===== config.mk =====
export PLATFORM = sky130hd
export DESIGN_NAME = binary_min_heap_priority_queue_unit_flat
export DESIGN_NICKNAME = d
export VERILOG_FILES = /design/src/bmh_pkg.sv /design/src/bmh_if.sv /design/src/bmh_ram.sv /design/src/bmh_datapath.sv /design/src/bmh_ctrl.sv /design/src/binary_min_heap_priority_queue_unit.sv /design/src/flat_wrapper.sv
export SDC_FILE = /design/constraint.sdc
export NUM_CORES = 2
export LEC_CHECK = 0
export BUFFER_PORTS_ARGS = -buffer_cell sky130_fd_sc_hd__buf_4
export CAP_MARGIN = 20
export CORE_MARGIN = 1.5
export CORE_UTILIZATION = 42
export CTS_CLUSTER_DIAMETER = 120
export DETAILED_ROUTE_END_ITERATION = 8
export PLACE_DENSITY = 0.61
export SLEW_MARGIN = 25
export SYNTH_ARGS = -nofsm -noshare
export SYNTH_HDL_FRONTEND = slang
export SYNTH_SLANG_ARGS = --single-unit

===== constraint.sdc =====
create_clock -name clk -period 10.3 [get_ports clk]
set_input_delay 3.09 -clock clk [delete_from_list [all_inputs] [get_ports clk]]
set_output_delay 3.09 -clock clk [all_outputs]
set_load 0.01 [all_outputs]

===== src/bmh_pkg.sv =====
// Shared types and constants for the binary min-heap priority queue.
// Depends on nothing; the datapath, controller and top-level unit import it.
`default_nettype none
package bmh_pkg;
  localparam int CAPACITY_DEF = 64;
  localparam int KEY_W = 32;
  localparam logic signed [KEY_W-1:0] INT_MAX = 32'sh7fffffff;
  localparam logic signed [KEY_W-1:0] INT_MIN = 32'sh80000000;

  typedef enum logic [2:0] {
    OP_INSERT = 3'd0,
    OP_EXTRACT = 3'd1,
    OP_DELETE = 3'd2,
    OP_DECREASE = 3'd3,
    OP_INCREASE = 3'd4
  } op_t;

  // Operation codes with no function; they complete with nothing changed.
  localparam logic [2:0] OP_SPARE_LO = 3'd5;
  localparam logic [2:0] OP_SPARE_HI = 3'd7;

  typedef enum logic [2:0] {
    ST_DONE = 3'd0,
    ST_EMPTY = 3'd1,
    ST_RANGE = 3'd2,
    ST_SAME = 3'd3,
    ST_FULL = 3'd4
  } status_t;

  // Read address selects used by the controller.
  typedef enum logic [2:0] {
    AD_CUR = 3'd0,
    AD_PAR = 3'd1,
    AD_LEFT = 3'd2,
    AD_RIGHT = 3'd3,
    AD_LAST = 3'd4,
    AD_ROOT = 3'd5
  } addr_sel_t;

  // Write data selects; the write address is always the current slot.
  typedef enum logic [1:0] {
    WD_A = 2'd0,
    WD_RDATA = 2'd1,
    WD_CHILD = 2'd2
  } wdata_sel_t;

  typedef struct packed {
    logic       load_item;
    logic       rd_en;
    addr_sel_t  rd_sel;
    logic       wr_en;
    wdata_sel_t wr_data;
    logic       cur_to_count;
    logic       cur_to_par;
    logic       cur_to_child;
    logic       cur_to_root;
    logic       a_from_key;
    logic       a_from_rdata;
    logic       cap_b;
    logic       v_from_rdata;
    logic       v_max;
    logic       cnt_inc;
    logic       cnt_dec;
    logic       res_load;
  } cmd_t;

  typedef struct packed {
    logic cur_zero;
    logic full;
    logic empty;
    logic pos_bad;
    logic key_ge;
    logic key_le;
    logic par_le_a;
    logic left_ok;
    logic right_ok;
    logic dn_move;
  } stat_t;
endpackage
`default_nettype wire


===== src/bmh_if.sv =====
// Valid/ready channel interfaces for operations and results.
// Depends on no other file; the field widths are written out in place.
`default_nettype none
interface bmh_op_if;
  logic       valid;
  logic       ready;
  logic [2:0] operation;
  logic [5:0] position;
  logic signed [31:0] key;
  modport source (output valid, operation, position, key, input ready);
  modport sink (input valid, operation, position, key, output ready);
endinterface

interface bmh_res_if;
  logic       valid;
  logic       ready;
  logic signed [31:0] value;
  logic [2:0] status;
  logic [6:0] count;
  modport source (output valid, value, status, count, input ready);
  modport sink (input valid, value, status, count, output ready);
endinterface
`default_nettype wire


===== src/bmh_ram.sv =====
// Generic single-port-write, single-port-read RAM with registered read.
// No dependencies.
`default_nettype none
module bmh_ram #(
  parameter int WIDTH = 32,
  parameter int DEPTH = 64
) (
  input  wire logic                     clk,
  input  wire logic                     we,
  input  wire logic [$clog2(DEPTH)-1:0] waddr,
  input  wire logic [WIDTH-1:0]         wdata,
  input  wire logic                     re,
  input  wire logic [$clog2(DEPTH)-1:0] raddr,
  output logic [WIDTH-1:0]              rdata
);
  logic [WIDTH-1:0] mem [DEPTH];

  // Write port and registered read port.
  always_ff @(posedge clk) begin
    if (we) begin
      mem[waddr] <= wdata;
    end
    if (re) begin
      rdata <= mem[raddr];
    end
  end
endmodule
`default_nettype wire


===== src/bmh_datapath.sv =====
// Heap datapath: index registers, key holding registers, count, result registers and heap RAM.
// Depends on bmh_pkg and bmh_ram.
`default_nettype none
module bmh_datapath import bmh_pkg::*; #(
  parameter int CAPACITY = CAPACITY_DEF
) (
  input  wire logic        clk,
  input  wire logic        rst,
  input  wire cmd_t        cmd,
  input  wire logic [5:0]  in_position,
  input  wire logic signed [31:0] in_key,
  output stat_t            stat,
  output logic signed [31:0] res_value,
  output logic [$clog2(CAPACITY+1)-1:0] res_count
);
  localparam int AW = $clog2(CAPACITY);
  localparam int CW = $clog2(CAPACITY+1);
  // Child indexes of the deepest slot need up to two bits more than the address.
  localparam int XW = AW + 2;

  logic [CW-1:0] count, last_c;
  logic [AW-1:0] cur, par, last, left, right, child, raddr;
  logic [XW-1:0] left_x, right_x, count_x;
  logic signed [31:0] key_r, a, b, v;
  logic signed [31:0] rdata, wdata, child_key;
  logic left_ok, right_ok, go_left, go_right;

  // Neighbor indexes of the current slot.
  assign par = (cur - AW'(1)) >> 1;
  assign left_x = {1'b0, cur, 1'b1};
  assign right_x = left_x + XW'(1);
  assign count_x = XW'(count);
  assign left = left_x[AW-1:0];
  assign right = right_x[AW-1:0];
  assign last_c = count - CW'(1);
  assign last = last_c[AW-1:0];
  assign left_ok = (left_x < count_x);
  assign right_ok = (right_x < count_x);

  // The moving key sits in a; pick the smaller child if it beats a.
  assign go_left = (b < a);
  assign go_right = right_ok && (rdata < (go_left ? b : a));
  assign child = go_right ? right : left;
  assign child_key = go_right ? rdata : b;

  // Read address selection.
  always_comb begin
    unique case (cmd.rd_sel)
      AD_CUR: raddr = cur;
      AD_PAR: raddr = par;
      AD_LEFT: raddr = left;
      AD_RIGHT: raddr = right;
      AD_LAST: raddr = last;
      AD_ROOT: raddr = '0;
      default: raddr = cur;
    endcase
  end

  // Write data selection.
  always_comb begin
    unique case (cmd.wr_data)
      WD_A: wdata = a;
      WD_RDATA: wdata = rdata;
      WD_CHILD: wdata = child_key;
      default: wdata = a;
    endcase
  end

  bmh_ram #(.WIDTH(32), .DEPTH(CAPACITY)) u_ram (
    .clk(clk), .we(cmd.wr_en), .waddr(cur), .wdata(wdata),
    .re(cmd.rd_en), .raddr(raddr), .rdata(rdata)
  );

  // Status flags for the controller.
  always_comb begin
    stat.cur_zero = (cur == '0);
    stat.full = (count == CW'(CAPACITY));
    stat.empty = (count == '0);
    stat.pos_bad = (int'(in_position) >= int'(count));
    stat.key_ge = (key_r >= rdata);
    stat.key_le = (key_r <= rdata);
    stat.par_le_a = (rdata <= a);
    stat.left_ok = left_ok;
    stat.right_ok = right_ok;
    stat.dn_move = go_left || go_right;
  end

  // Count and result registers, then index and key registers.
  always_ff @(posedge clk) begin
    if (rst) begin
      count <= '0;
      res_value <= '0;
      res_count <= '0;
    end else begin
      if (cmd.cnt_inc) begin
        count <= count + CW'(1);
      end else if (cmd.cnt_dec) begin
        count <= count - CW'(1);
      end
      if (cmd.res_load) begin
        res_value <= v;
        res_count <= count;
      end
    end
    if (cmd.load_item) begin
      key_r <= in_key;
      cur <= AW'(in_position);
    end else if (cmd.cur_to_count) begin
      cur <= count[AW-1:0];
    end else if (cmd.cur_to_par) begin
      cur <= par;
    end else if (cmd.cur_to_child) begin
      cur <= child;
    end else if (cmd.cur_to_root) begin
      cur <= '0;
    end
    if (cmd.v_max) begin
      v <= INT_MAX;
    end else if (cmd.load_item) begin
      v <= '0;
    end else if (cmd.v_from_rdata) begin
      v <= rdata;
    end
    if (cmd.a_from_key) begin
      a <= key_r;
    end else if (cmd.a_from_rdata) begin
      a <= rdata;
    end
    if (cmd.cap_b) begin
      b <= rdata;
    end
  end

  assert property (@(posedge clk) disable iff (rst)
    int'(count) <= CAPACITY) else $error("count beyond capacity");
endmodule
`default_nettype wire


===== src/bmh_ctrl.sv =====
// Heap controller: sequences reads, compares and moves for each operation.
// Depends on bmh_pkg.
`default_nettype none
module bmh_ctrl import bmh_pkg::*; (
  input  wire logic       clk,
  input  wire logic       rst,
  input  wire logic       in_valid,
  output logic            in_ready,
  input  wire logic [2:0] in_op,
  output logic            res_valid,
  input  wire logic       res_ready,
  output logic [2:0]      res_status,
  input  wire stat_t      stat,
  output cmd_t            cmd
);
  typedef enum logic [4:0] {
    S_IDLE, S_INS, S_UP_RD, S_UP_CMP, S_UP_FIN,
    S_EXT_RD, S_TAKE, S_TAKE_LAST,
    S_DEL_RD, S_DEL_WR, S_CHG_RD, S_CHG_CMP,
    S_DN_RDL, S_DN_RDR, S_DN_CMP, S_DN_FIN, S_RESP
  } state_t;

  state_t     state;
  logic [2:0] op;
  status_t    op_status;
  logic       accept, res_free, res_valid_next;

  // A waiting result sits in its own register, so a new item can start.
  assign in_ready = (state == S_IDLE);
  assign accept = in_valid && in_ready;
  assign res_free = !res_valid || res_ready;
  assign res_valid_next = (res_valid && !res_ready) || (state == S_RESP && res_free);

  // Command decode per state.
  always_comb begin
    cmd = '0;
    cmd.rd_sel = AD_CUR;
    cmd.wr_data = WD_A;
    unique case (state)
      S_IDLE: begin
        cmd.load_item = accept;
        cmd.v_max = accept && (in_op == OP_EXTRACT) && stat.empty;
      end
      S_INS: begin
        cmd.cur_to_count = 1'b1; cmd.cnt_inc = 1'b1; cmd.a_from_key = 1'b1;
      end
      S_UP_RD: begin cmd.rd_en = !stat.cur_zero; cmd.rd_sel = AD_PAR; end
      S_UP_CMP: if (!stat.par_le_a) begin
        cmd.wr_en = 1'b1; cmd.wr_data = WD_RDATA; cmd.cur_to_par = 1'b1;
      end
      S_UP_FIN: cmd.wr_en = 1'b1;
      S_EXT_RD: begin cmd.rd_en = 1'b1; cmd.rd_sel = AD_ROOT; end
      S_TAKE: begin
        cmd.v_from_rdata = (op == OP_EXTRACT); cmd.cnt_dec = 1'b1;
        cmd.rd_en = 1'b1; cmd.rd_sel = AD_LAST;
      end
      S_TAKE_LAST: begin cmd.a_from_rdata = 1'b1; cmd.cur_to_root = 1'b1; end
      S_DEL_RD: begin cmd.rd_en = !stat.cur_zero; cmd.rd_sel = AD_PAR; end
      S_DEL_WR: begin
        cmd.wr_en = 1'b1; cmd.wr_data = WD_RDATA; cmd.cur_to_par = 1'b1;
      end
      S_CHG_RD: begin cmd.rd_en = 1'b1; cmd.rd_sel = AD_CUR; end
      S_CHG_CMP: cmd.a_from_key = 1'b1;
      S_DN_RDL: begin cmd.rd_en = stat.left_ok; cmd.rd_sel = AD_LEFT; end
      S_DN_RDR: begin
        cmd.cap_b = 1'b1; cmd.rd_en = stat.right_ok; cmd.rd_sel = AD_RIGHT;
      end
      S_DN_CMP: if (stat.dn_move) begin
        cmd.wr_en = 1'b1; cmd.wr_data = WD_CHILD; cmd.cur_to_child = 1'b1;
      end
      S_DN_FIN: cmd.wr_en = 1'b1;
      S_RESP: cmd.res_load = res_free;
      default: ;
    endcase
  end

  // State register and registered result fields.
  always_ff @(posedge clk) begin
    if (rst) begin
      state <= S_IDLE;
      res_valid <= 1'b0;
      res_status <= ST_DONE;
      op <= OP_INSERT;
      op_status <= ST_DONE;
    end else begin
      res_valid <= res_valid_next;
      unique case (state)
        S_IDLE: if (accept) begin
          op <= in_op;
          case (in_op)
            OP_INSERT: begin
              if (stat.full) begin
                op_status <= ST_FULL; state <= S_RESP;
              end else begin
                op_status <= ST_DONE; state <= S_INS;
              end
            end
            OP_EXTRACT: begin
              if (stat.empty) begin
                op_status <= ST_EMPTY; state <= S_RESP;
              end else begin
                op_status <= ST_DONE; state <= S_EXT_RD;
              end
            end
            OP_DELETE: begin
              if (stat.pos_bad) begin
                op_status <= ST_RANGE; state <= S_RESP;
              end else begin
                op_status <= ST_DONE; state <= S_DEL_RD;
              end
            end
            OP_DECREASE: begin
              if (stat.pos_bad) begin
                op_status <= ST_RANGE; state <= S_RESP;
              end else begin
                op_status <= ST_DONE; state <= S_CHG_RD;
              end
            end
            OP_INCREASE: begin
              if (stat.pos_bad) begin
                op_status <= ST_RANGE; state <= S_RESP;
              end else begin
                op_status <= ST_DONE; state <= S_CHG_RD;
              end
            end
            default: begin
              op_status <= ST_DONE; state <= S_RESP;
            end
          endcase
        end
        S_INS: state <= S_UP_RD;
        S_UP_RD: state <= stat.cur_zero ? S_UP_FIN : S_UP_CMP;
        S_UP_CMP: state <= stat.par_le_a ? S_UP_FIN : S_UP_RD;
        S_UP_FIN: state <= S_RESP;
        S_EXT_RD: state <= S_TAKE;
        S_TAKE: state <= S_TAKE_LAST;
        S_TAKE_LAST: state <= stat.empty ? S_RESP : S_DN_RDL;
        S_DEL_RD: state <= stat.cur_zero ? S_TAKE : S_DEL_WR;
        S_DEL_WR: state <= S_DEL_RD;
        S_CHG_RD: state <= S_CHG_CMP;
        S_CHG_CMP: begin
          if ((op == OP_DECREASE && stat.key_ge) || (op == OP_INCREASE && stat.key_le)) begin
            op_status <= ST_SAME; state <= S_RESP;
          end else if (op == OP_DECREASE) begin
            state <= S_UP_RD;
          end else begin
            state <= S_DN_RDL;
          end
        end
        S_DN_RDL: state <= stat.left_ok ? S_DN_RDR : S_DN_FIN;
        S_DN_RDR: state <= S_DN_CMP;
        S_DN_CMP: state <= stat.dn_move ? S_DN_RDL : S_DN_FIN;
        S_DN_FIN: state <= S_RESP;
        S_RESP: if (res_free) begin
          res_status <= op_status; state <= S_IDLE;
        end
        default: state <= S_IDLE;
      endcase
    end
  end

  // A waiting result holds, and the datapath never gets conflicting commands.
  assert property (@(posedge clk) disable iff (rst)
    res_valid && !res_ready |=> res_valid) else $error("result dropped");
  assert property (@(posedge clk) disable iff (rst)
    res_valid && !res_ready |=> $stable(res_status)) else $error("result changed while held");
  assert property (@(posedge clk) disable iff (rst)
    !(cmd.cnt_inc && cmd.cnt_dec)) else $error("count moved both ways");
  assert property (@(posedge clk) disable iff (rst)
    cmd.wr_en |-> !cmd.rd_en) else $error("read and write in one cycle");
endmodule
`default_nettype wire


===== src/binary_min_heap_priority_queue_unit.sv =====
// Binary min-heap priority queue unit: one operation in, one result out, a
// controller stepping a datapath over a single heap RAM with registered reads.
// The moving key is held in a register while slots shift, so climbing steps
// through a parent read and a compare per level and descending through a left
// read, a right read and a compare. A new item is taken only in the idle
// state, after the last operation has loaded its result register. The result
// sits in its own register, so a stalled result only holds the unit once the
// next operation is ready to report. Depends on bmh_pkg, bmh_if and the
// controller, datapath and RAM modules.
`default_nettype none
module binary_min_heap_priority_queue_unit import bmh_pkg::*; #(
  parameter int CAPACITY = CAPACITY_DEF
) (
  input  wire logic clk,
  input  wire logic rst,
  bmh_op_if.sink    op_in,
  bmh_res_if.source res_out
);
  cmd_t  cmd;
  stat_t stat;
  logic signed [31:0] res_value;
  logic [$clog2(CAPACITY+1)-1:0] res_count;
  logic [2:0] res_status;

  bmh_ctrl u_ctrl (
    .clk(clk), .rst(rst), .in_valid(op_in.valid), .in_ready(op_in.ready),
    .in_op(op_in.operation), .res_valid(res_out.valid), .res_ready(res_out.ready),
    .res_status(res_status), .stat(stat), .cmd(cmd)
  );

  bmh_datapath #(.CAPACITY(CAPACITY)) u_dp (
    .clk(clk), .rst(rst), .cmd(cmd), .in_position(op_in.position),
    .in_key(op_in.key), .stat(stat), .res_value(res_value), .res_count(res_count)
  );

  // Result fields come straight from the result registers.
  assign res_out.status = res_status;
  assign res_out.count = 7'(res_count);
  assign res_out.value = res_value;
endmodule
`default_nettype wire

===== src/flat_wrapper.sv =====
// flat-port wrapper written by rule: the top's interface ports become plain ports
module binary_min_heap_priority_queue_unit_flat import bmh_pkg::*;
#(
  parameter int CAPACITY = CAPACITY_DEF
)
  (clk, rst, op_in_valid, op_in_operation, op_in_position, op_in_key, op_in_ready, res_out_valid, res_out_value, res_out_status, res_out_count, res_out_ready);
  bmh_op_if op_in_i ();
  bmh_res_if res_out_i ();
  input  wire logic clk;
  input  wire logic rst;
  input wire logic [$bits(op_in_i.valid)-1:0] op_in_valid;
  input wire logic [$bits(op_in_i.operation)-1:0] op_in_operation;
  input wire logic [$bits(op_in_i.position)-1:0] op_in_position;
  input wire logic [$bits(op_in_i.key)-1:0] op_in_key;
  output wire logic [$bits(op_in_i.ready)-1:0] op_in_ready;
  output wire logic [$bits(res_out_i.valid)-1:0] res_out_valid;
  output wire logic [$bits(res_out_i.value)-1:0] res_out_value;
  output wire logic [$bits(res_out_i.status)-1:0] res_out_status;
  output wire logic [$bits(res_out_i.count)-1:0] res_out_count;
  input wire logic [$bits(res_out_i.ready)-1:0] res_out_ready;
  assign op_in_i.valid = op_in_valid;
  assign op_in_i.operation = op_in_operation;
  assign op_in_i.position = op_in_position;
  assign op_in_i.key = op_in_key;
  assign op_in_ready = op_in_i.ready;
  assign res_out_valid = res_out_i.valid;
  assign res_out_value = res_out_i.value;
  assign res_out_status = res_out_i.status;
  assign res_out_count = res_out_i.count;
  assign res_out_i.ready = res_out_ready;
  binary_min_heap_priority_queue_unit #(.CAPACITY(CAPACITY)) u_core (.clk(clk), .rst(rst), .op_in(op_in_i), .res_out(res_out_i));
endmodule

==> reports/summary.txt <==
status: finished clean
initial core utilization: 0.424
global-route usage over all layers: 0.240
EDFF count, synth: 2182
initial antenna violation count: 4
critical setup path kind: reg -> reg
Row Count: 171
Least-Margin Pin Slew: 1060 ps
global-route wire length before repair: 378 mm
average cell area after synthesis: 18.6 µm²
DR WL/cell: 32.9 µm
Core Region: 0.218 mm²
Synth area leader: edfxtp_1
vias in the first global route: 48924
final period utilization: 0.834
DRC: 0
post-synthesis cell count: 4960
total leakage power: 34.0 nW
htree depth: 4
Post-DP HPWL: 148 mm
Num CTS Buffers: 222
Antenna Cells: 0
total power: 0.0214 W
worst hold margin: 453 ps
Area growth syn-to-layout: 13.4%
syn_nets: 5155
cell with the most instances after synthesis: edfxtp_1
Final #Nets: 5350
postcts setup bufs: 0
Setup TNS: 0 ps
CTS root buffer: clkbuf_16
WP data arrival: 9280 ps
WL met2: 125 mm
Worst Setup End Kind: flop
Mapped Area: 0.0922 mm²
MaxCap Viol Count: 0
Tmin final: 8600 ps
met3 wire len: 24.4 mm
critical path peak fanout: 44
Non-Filler Instances: 8194
worst rel slew slack: 0.274
Seq cells post-synth: 2275
DRT iter0 DRCs: 6831
Fmax achieved: 116 MHz
# resized after CTS: 0
vias per inst: 6.12
final hold vios: 0
hold buffers post-CTS: 0
via count: 50186
crit start category: flop
hold crit path type: reg -> reg
most frequent CP cell: a21o_1
CTS tree: yes
die area: 0.222 mm²
post-route ant nets: 0
Final GP Congestion: 0.895
Final Slew Violations: 0
Die Span Y: 471 µm
Worst Skew: 30.2 ps
DRT Pass-1 Iters: 5
largest net degree at the start of global routing: 91
Overflow after GRT: 0
Met1 Wirelength: 112 mm
TritonCTS Sinks: 2275
RSZ-0062 raised after global routing: no
peak supply drop: 0.161 mV
sequential area share after synthesis: 0.731
I/O pins: 89
yosys warns: 0
cell total after placement: 7785
final wirelength: 269 mm
Worst Path Required: 10980 ps
share of layout cells above drive strength 1: 0.224
fraction of registers with async set/reset: 0
slowest CP cell: a221o_2
share of the synthesized area in the top cell type: 0.711
Finished Core Util: 0.480
die span in x: 471 µm
Crit path largest cell delay: 850 ps
distinct cell type count after synthesis: 74
CTS clk-pin slew, worst paths: 60 ps
Post-synth top flop: edfxtp_1
Final setup viols: 0
top sig layer: met4
clk buf depth: 3
most frequent cells after synthesis: edfxtp_1 (2182), mux4_2 (500), nand2_1 (362), nor2_1 (254), mux2i_1 (205)
Power Density: 204 mW/mm²
IO buf count: 88
Synth area leaders: edfxtp_1 (71%), mux4_2 (12%), mux2i_1 (2.2%), ha_1 (2.0%), dfxtp_1 (2.0%)
Worst-Skew Late Latency: 870 ps
-- final cells by class --
cell class / count / area (µm²)
clock buffers: 278 / 5900
clock inverters: 131 / 1360
fillers: 17798 / 113000
inverters: 87 / 327
multi-input cells: 2316 / 23800
flip-flops and latches: 2275 / 67400
well taps: 2854 / 3570
repair buffers: 253 / 2170
-- registers in the layout, indices dropped and copies added (netlist names), 32 cells and up --
name	count
u_core.u_dp.key_r	32
u_core.u_dp.u_ram.mem	2048
u_core.u_dp.v	32
u_core.u_dp.b	32
u_core.u_dp.res_value	32
u_core.u_dp.u_ram.rdata	32
u_core.u_dp.a	32
-- layout by cell type, fill, tap and decap left out, types with 11 or more instances in the layout --
cell type and instances:
a211oi_1 14, a21o_1 32, a21oi_1 100, a221o_1 35
a221o_2 15, a221o_4 19, a31oi_1 13, a32oi_1 32
and2_1 35, buf_12 18, buf_4 232, bufinv_16 24
clkbuf_1 49, clkbuf_16 228, clkinv_1 55, clkinv_2 28
dfxtp_1 93, edfxtp_1 2182, ha_1 150, inv_1 84
mux2_2 13, mux2i_1 204, mux4_2 500, nand2_1 362
nand2b_1 20, nand3_1 89, nand4_1 26, nor2_1 249
nor2b_1 14, nor3_1 15, nor3_2 61, o21ai_0 99
o21ai_1 35, o221ai_1 32, o22ai_1 11, xnor2_1 14
-- cell families (layout without fill, tap and decap cells) --
kind of cell | Yosys count | after routing | share of synthesized area
AND/OR/NAND/NOR | 929 | 929 | 0.0444
XOR/XNOR | 22 | 22 | 0.00209
buffers and inverters | 369 | 749 | 0.0185
adder cells (fa/ha/maj) | 150 | 150 | 0.0204
AO/OA/AOI/OAI | 496 | 496 | 0.0373
flip-flops | 2275 | 2275 | 0.731
multiplexers | 719 | 719 | 0.146
-- power by group --
| part | internal, W | switching (W) | leakage, nW |
|---|---|---|---|
| Combinational | 0.00122 | 0.00177 | 10.1 |
| Clock | 0.00466 | 0.00352 | 3.52 |
| Sequential | 0.0101 | 0.0000757 | 20.4 |
-- critical path, delay by kind of cell, from the launching register on --
| family | cells | cell delay, ps |
|---|---|---|
| flip-flops | 1 | 410 |
| AO/OA/AOI/OAI | 8 | 2750 |
| multiplexers | 1 | 260 |
| AND/OR/NAND/NOR | 8 | 2720 |
| adder cells (fa/ha/maj) | 3 | 840 |
| buffers and inverters | 5 | 1370 |
-- metrics by stage --
step	setup WS [ps]	cell area, µm²
floorplan	2700	92200
global placement	1620	96900
detailed placement	1780	97100
CTS	1740	104000
global route	1240	104000
finish	1700	104000
-- worst paths after layout --
kind	start	end	slack [ps]	cells after the start
worst max-delay path	u_core.u_dp.a[17]	u_core.u_dp.u_ram.mem[21][12]	1700	25
worst min-delay path	u_core.u_ctrl.res_status[0]	u_core.u_ctrl.res_status[0]	450	2
worst max register to register	u_core.u_dp.a[17]	u_core.u_dp.u_ram.mem[21][12]	1700	25
worst min register to register	u_core.u_ctrl.res_status[0]	u_core.u_ctrl.res_status[0]	450	2
-- layer usage --
| layer | vias to the layer above | GRT usage |
|---|---|---|
| met4 | 0 | 0.0725 |
| met1 | 26722 | 0.345 |
| met2 | 2594 | 0.373 |
| met3 | 421 | 0.0447 |
| li1 | 20449 | - |
| met5 | - | 0 |
(Power assumes the default switching activity.)
